$ cat config.mk
export PLATFORM = sky130hd
export DESIGN_NAME = ngtdm_alu
export DESIGN_NICKNAME = d
export VERILOG_FILES = /design/src/rtl/ngtdm_matrix_accumulator_unit_macros.svh /design/src/rtl/ngtdm_pkg.sv /design/src/rtl/ngtdm_alu.sv
export SDC_FILE = /design/constraint.sdc
export NUM_CORES = 1
export LEC_CHECK = 0
export BUFFER_PORTS_ARGS = -buffer_cell sky130_fd_sc_hd__buf_4
export CORE_ASPECT_RATIO = 1.4
export CORE_UTILIZATION = 25
export DETAILED_ROUTE_END_ITERATION = 8
export GPL_ROUTABILITY_DRIVEN = 0
export PLACE_DENSITY = 0.44
export SLEW_MARGIN = 20
export SYNTH_ARGS = -nofsm -noshare
export SYNTH_HDL_FRONTEND = slang
export SYNTH_SLANG_ARGS = --single-unit
$ cat constraint.sdc
create_clock -name vclk -period 8.1
set_clock_uncertainty 0.1 [all_clocks]
set_input_delay 0.405 -clock vclk [all_inputs]
set_output_delay 0.405 -clock vclk [all_outputs]
set_load 0.005 [all_outputs]
$ cat src/rtl/ngtdm_matrix_accumulator_unit_macros.svh
// assertion macros for the accumulator unit
`ifndef NGTDM_MATRIX_ACCUMULATOR_UNIT_MACROS_SVH
`define NGTDM_MATRIX_ACCUMULATOR_UNIT_MACROS_SVH

// condition holds at every edge outside reset
`define NGTDM_CHECK(label, cond) \
    label: assert property (@(posedge i_clk) disable iff (!i_rst_n) (cond)) \
        else $error("ngtdm invariant violated");

// antecedent implies consequent in the same cycle
`define NGTDM_IMPLY(label, ante, cons) \
    label: assert property (@(posedge i_clk) disable iff (!i_rst_n) (ante) |-> (cons)) \
        else $error("ngtdm implication violated");

// antecedent implies consequent in the following cycle
`define NGTDM_IMPLY_NEXT(label, ante, cons) \
    label: assert property (@(posedge i_clk) disable iff (!i_rst_n) (ante) |=> (cons)) \
        else $error("ngtdm sequence violated");

`endif

$ cat src/rtl/ngtdm_pkg.sv
package ngtdm_pkg;

    // table and arithmetic sizing
    localparam int MAX_LEVELS = 256;
    localparam int LEVEL_BITS = 16;
    localparam int FRAC_BITS  = 8;
    localparam int COUNT_BITS = 24;
    localparam int DIFF_BITS  = 48;
    localparam int AVG_BITS   = 24;
    localparam int ROW_BITS   = $clog2(MAX_LEVELS);
    localparam int TOTAL_BITS = $clog2(MAX_LEVELS + 1);
    localparam int SCALE_BITS = LEVEL_BITS + FRAC_BITS;
    localparam int DELTA_BITS = (SCALE_BITS > AVG_BITS) ? SCALE_BITS : AVG_BITS;
    localparam int ALU_BITS   = DIFF_BITS;
    localparam int ROW_WIDTH  = COUNT_BITS + DIFF_BITS;

    // item kinds on the input channel
    typedef enum logic [1:0] {
        MODE_CLEAR  = 2'd0,
        MODE_APPEND = 2'd1,
        MODE_VOXEL  = 2'd2,
        MODE_QUERY  = 2'd3
    } t_mode;

    typedef struct packed {
        t_mode        mode;
        logic [15:0]  level;
        logic [23:0]  neighbor_average;
        logic [7:0]   row_index;
    } t_in_beat;

    typedef struct packed {
        logic [15:0]  row_level;
        logic [23:0]  row_count;
        logic [47:0]  row_diff_sum;
        logic [23:0]  total_voxels;
        logic [23:0]  positive_mean_voxels;
        logic [8:0]   levels_loaded;
        logic         level_missed;
    } t_out_beat;

    // shared add/subtract unit
    typedef enum logic {
        ALU_SUB = 1'b0,
        ALU_ADD = 1'b1
    } t_alu_op;

    typedef struct packed {
        t_alu_op             op;
        logic [ALU_BITS-1:0] a;
        logic [ALU_BITS-1:0] b;
    } t_alu_req;

    // carry is the borrow for a subtraction (a below b)
    typedef struct packed {
        logic [ALU_BITS-1:0] res;
        logic                carry;
    } t_alu_rsp;

    function automatic logic [COUNT_BITS-1:0] sat_inc(input logic [COUNT_BITS-1:0] v);
        logic [COUNT_BITS-1:0] r;
        r = (&v) ? v : v + COUNT_BITS'(1);
        return r;
    endfunction

endpackage

$ cat src/rtl/ngtdm_alu.sv
module ngtdm_alu (
    input  ngtdm_pkg::t_alu_req i_req,
    output ngtdm_pkg::t_alu_rsp o_rsp
);

    logic [ngtdm_pkg::ALU_BITS:0] wide;

    // one wide adder, used for compares, differences and sums
    always_comb begin
        unique case (i_req.op)
            ngtdm_pkg::ALU_SUB: wide = {1'b0, i_req.a} - {1'b0, i_req.b};
            ngtdm_pkg::ALU_ADD: wide = {1'b0, i_req.a} + {1'b0, i_req.b};
            default:            wide = '0;
        endcase
    end

    assign o_rsp.res   = wide[ngtdm_pkg::ALU_BITS-1:0];
    assign o_rsp.carry = wide[ngtdm_pkg::ALU_BITS];

endmodule

## Yosys cells after proc, flatten, opt, wreduce, memory -nomap -nowiden

Cells that the tools add are included.

- Latch bits: 0
- Output and inout port bits: 49
- Memories: 0
- Flip-flop bits (word level): 0
- Memory bits (read-only): 0
- Input port bits: 97
- Word-level logic and storage cells: 4
- Memory bits (writable): 0

- Divide/modulo/power cells: 0
- $mul: 0
- Bitwise logic cells: 1
- Shifts and indexed selects: 0
- Eq/ne operators: 0
- Add/subtract/negate cells: 2
- $lt $le $gt $ge: 0
- Multiplexer cells: 1
- Reductions and logical operators: 0

Operators by type and width:

| operator | number |
|---|---|
| $pmux W49 S2 | 1 |
| $add A48 B48 Y49 | 1 |
| $sub A48 B48 Y49 | 1 |
| $not A1 Y1 | 1 |

## Depth between registers and ports, before layout

- Word-level depth: 2
- Gate-level depth with buffers: 20
- Depth with buffers taken out: 19

## Worst setup path after synthesis

No wires, ideal clock.

- Path type: input port to output port
- From: input port i_req[17] (netlist name)
- To: output port o_rsp[0] (netlist name)
- Path slack: 3552 ps
- Cell stages on the path: 20
- Buffers on the path: 1
- Arrival: 4043 ps
- Data required time: 7595 ps
- Cells stage by stage: nor3_1 -> nand2_1 -> nor4_1 -> nand2_1 -> nor3_1 -> nand2_1 -> nor2_1 -> a21oi_1 -> xor2_1 -> ha_1 -> clkbuf_1 -> a21o_1 -> a21o_1 -> a21oi_1 -> o21ai_0 -> a221oi_1 -> nor2_1 -> a211oi_1 -> o41ai_2 -> xor2_1

RTL lines:

| what | line | source |
|---|---|---|
| start: declaration | ngtdm_alu.sv:2 | `input ngtdm_pkg::t_alu_req i_req,` |
| end: declaration | ngtdm_alu.sv:3 | `output ngtdm_pkg::t_alu_rsp o_rsp` |

==> flow_metrics.py <==
metrics = {
    "run_status": {
        "status": "complete, no violations",
    },
    "logic_synthesis": {
        "yosysWarnings": 0,
        "syn-num-nets": 719,
        "synth_area_um2": 3790,
        "synth_common_cells": "a21oi_1 (74), nor2_1 (70), xor2_1 (56), ha_1 (51), nand2_1 (42)",
        "yosysTopAreaCell": "ha_1",
        "ys_top_cells_by_area": "ha_1 (17%), xor2_1 (13%), a21oi_1 (9.8%), xnor2_1 (7.9%), a21o_1 (6.9%)",
        "synth.avg_cell_area_um2": 6.65,
        "yosysSeqAreaShare": 0,
        "synth_cell_types": 56,
        "synth_top_area_share": 0.168,
        "synth_most_common_cell": "a21oi_1",
        "syn_inst": 570,
    },
    "timing": {
        "slew_viol_final": 0,
        "worst_slack_ps": 2410,
        "tightestPinTransition_ps": 696,
        "slew-limit-headroom": 0.532,
        "rsz0062_at_grt": "false",
        "finalSetupViolations": 0,
        "fmax_mhz": 176,
        "period_share": 0.702,
        "fin_crit_ps": 5690,
        "hold_viol": 0,
        "fin_setup_tns_ps": 0,
    },
    "cts": {
        "post-cts-setup-buffers": 0,
        "post_cts_resized": 0,
        "cts_hold_buf": 0,
    },
    "run": {
        "max_cap_viol_count": 0,
    },
    "detailed_routing": {
        "viasPerCell": 5.10,
        "drc": 0,
        "wire_per_inst_um": 16.4,
        "routed-via-count": 4490,
        "drt_first_pass_iters": 6,
        "antenna_left": 0,
        "drt-initial-drc-count": 157,
        "wirelength_um": 14400,
    },
    "die": {
        "std_cell_rows": 52,
        "initial_core_util": 0.259,
        "die_x_um": 106,
        "fp.dieH_um": 148,
        "core_area_um2": 14600,
        "die-area_um2": 15700,
        "io_pins": 146,
    },
    "pwr": {
        "power.density_nw_per_um2": 116,
        "p_leak_uw": 0.00241,
        "vdd_drop_max_mv": 0.0454,
    },
    "place": {
        "io_buffers": 146,
        "dp_slack_ps": 2390,
        "placedCellCount": 880,
        "hpwl_um": 12800,
    },
    "min_path": {
        "hp-class": "primary input to output port",
    },
    "global_routing": {
        "grt_pass1_vias": 4613,
        "grt.total_usage": 0.178,
        "antenna_found_initial": 0,
        "grt-ovfl-total": 0,
        "grt_max_degree": 49,
        "grt_pass1_wl_um": 22700,
    },
    "setup_path": {
        "startpoint_type": "primary input",
        "critPathArrivalTime_ps": 5180,
        "critPathKind": "primary input to output port",
        "crit_fanout": 7,
        "required_ps": 7600,
        "end_kind": "output port",
    },
    "cells_and_area": {
        "layout.cells.non_filler": 880,
        "regArea_um2": 0,
        "design.seq.count": 0,
        "antenna_cells": 0,
        "fin_util": 0.343,
        "clkbuf_count": 0,
        "area_growth_pct": 32.5,
        "num-nets-final": 842,
        "drive_above_1_share": 0.234,
    },
}
placed cells by master, fill, tap and decap left out, drive strengths merged, types with 4 or more instances in the layout:
master and count:
buf 146, a21oi 75, nor2 70, xor2 56, ha 51, nand2 42
a21o 35, xnor2 34, o21ai 29, nor3 22, inv 21, nand4 16
a31oi 10, nor4 10, nand3 7, nand2b 6, or3 5, o21bai 5
and3 4, nor2b 4
metal layers:
layer,part of all wire,global-route usage
met2,0.51,0.344
met5,0,0
met1,0.41,0.207
met4,0.022,0.0382
met3,0.053,0.0159
worst paths after layout:
check / cells past startpoint / startpoint / end / slack, ps
setup / recovery: 21 / i_req[17] / o_rsp[0] / 2410
hold / removal: 3 / i_req[48] / o_rsp[1] / 1000
cells by family (layout without fill, tap and decap cells):
group,count (synthesis),in the layout,share of synthesized area
adders and majority gates,52,52,0.174
buffers and inverters,46,167,0.0479
and+or+nand+nor,198,198,0.255
xor gates and xnor gates,90,90,0.208
AOI/OAI and AO/OA,183,183,0.313
muxes,1,1,0.00297
where the power goes:
group | internal, uW | total (uW) | switching, uW
clock network | 0 | 0 | 0
logic | 285 | 584 | 298
registers | 0 | 0 | 0
total | 285 | 584 | 298
critical path, cell delays in order:
cell      delay, ps
buf_4           120
nor3_1          320
nand2_1         160
nor4_1          420
nand2_1         160
nor3_1          460
nand2_1         220
nor2_1          290
a21oi_1         130
xor2_1          170
ha_1            370
a21o_1          190
a21o_1          170
a21oi_1         220
o21ai_0         160
a221oi_1        360
nor2_1           80
a211oi_1        280
o41ai_2         130
xor2_1          220
buf_4           150
per-stage QoR:
step	hold slack, ps	cell area, um2	power (uW)
2_1_floorplan	819	3790	337
3_3_place_gp	995	5020	586
3_5_place_dp	1000	5020	586
4_1_cts	1000	5020	589
5_1_grt	1020	5020	642
6_report	1000	5020	584
area by class of cell:
| class | count | area, um2 |
|---|---|---|
| multi-input combinational | 524 | 3610 |
| inverter | 21 | 78.8 |
| timing repair buffer | 146 | 1100 |
| tap | 189 | 236 |
| fill | 1640 | 9620 |
Note: power is estimated with default switching activity, not from simulation.
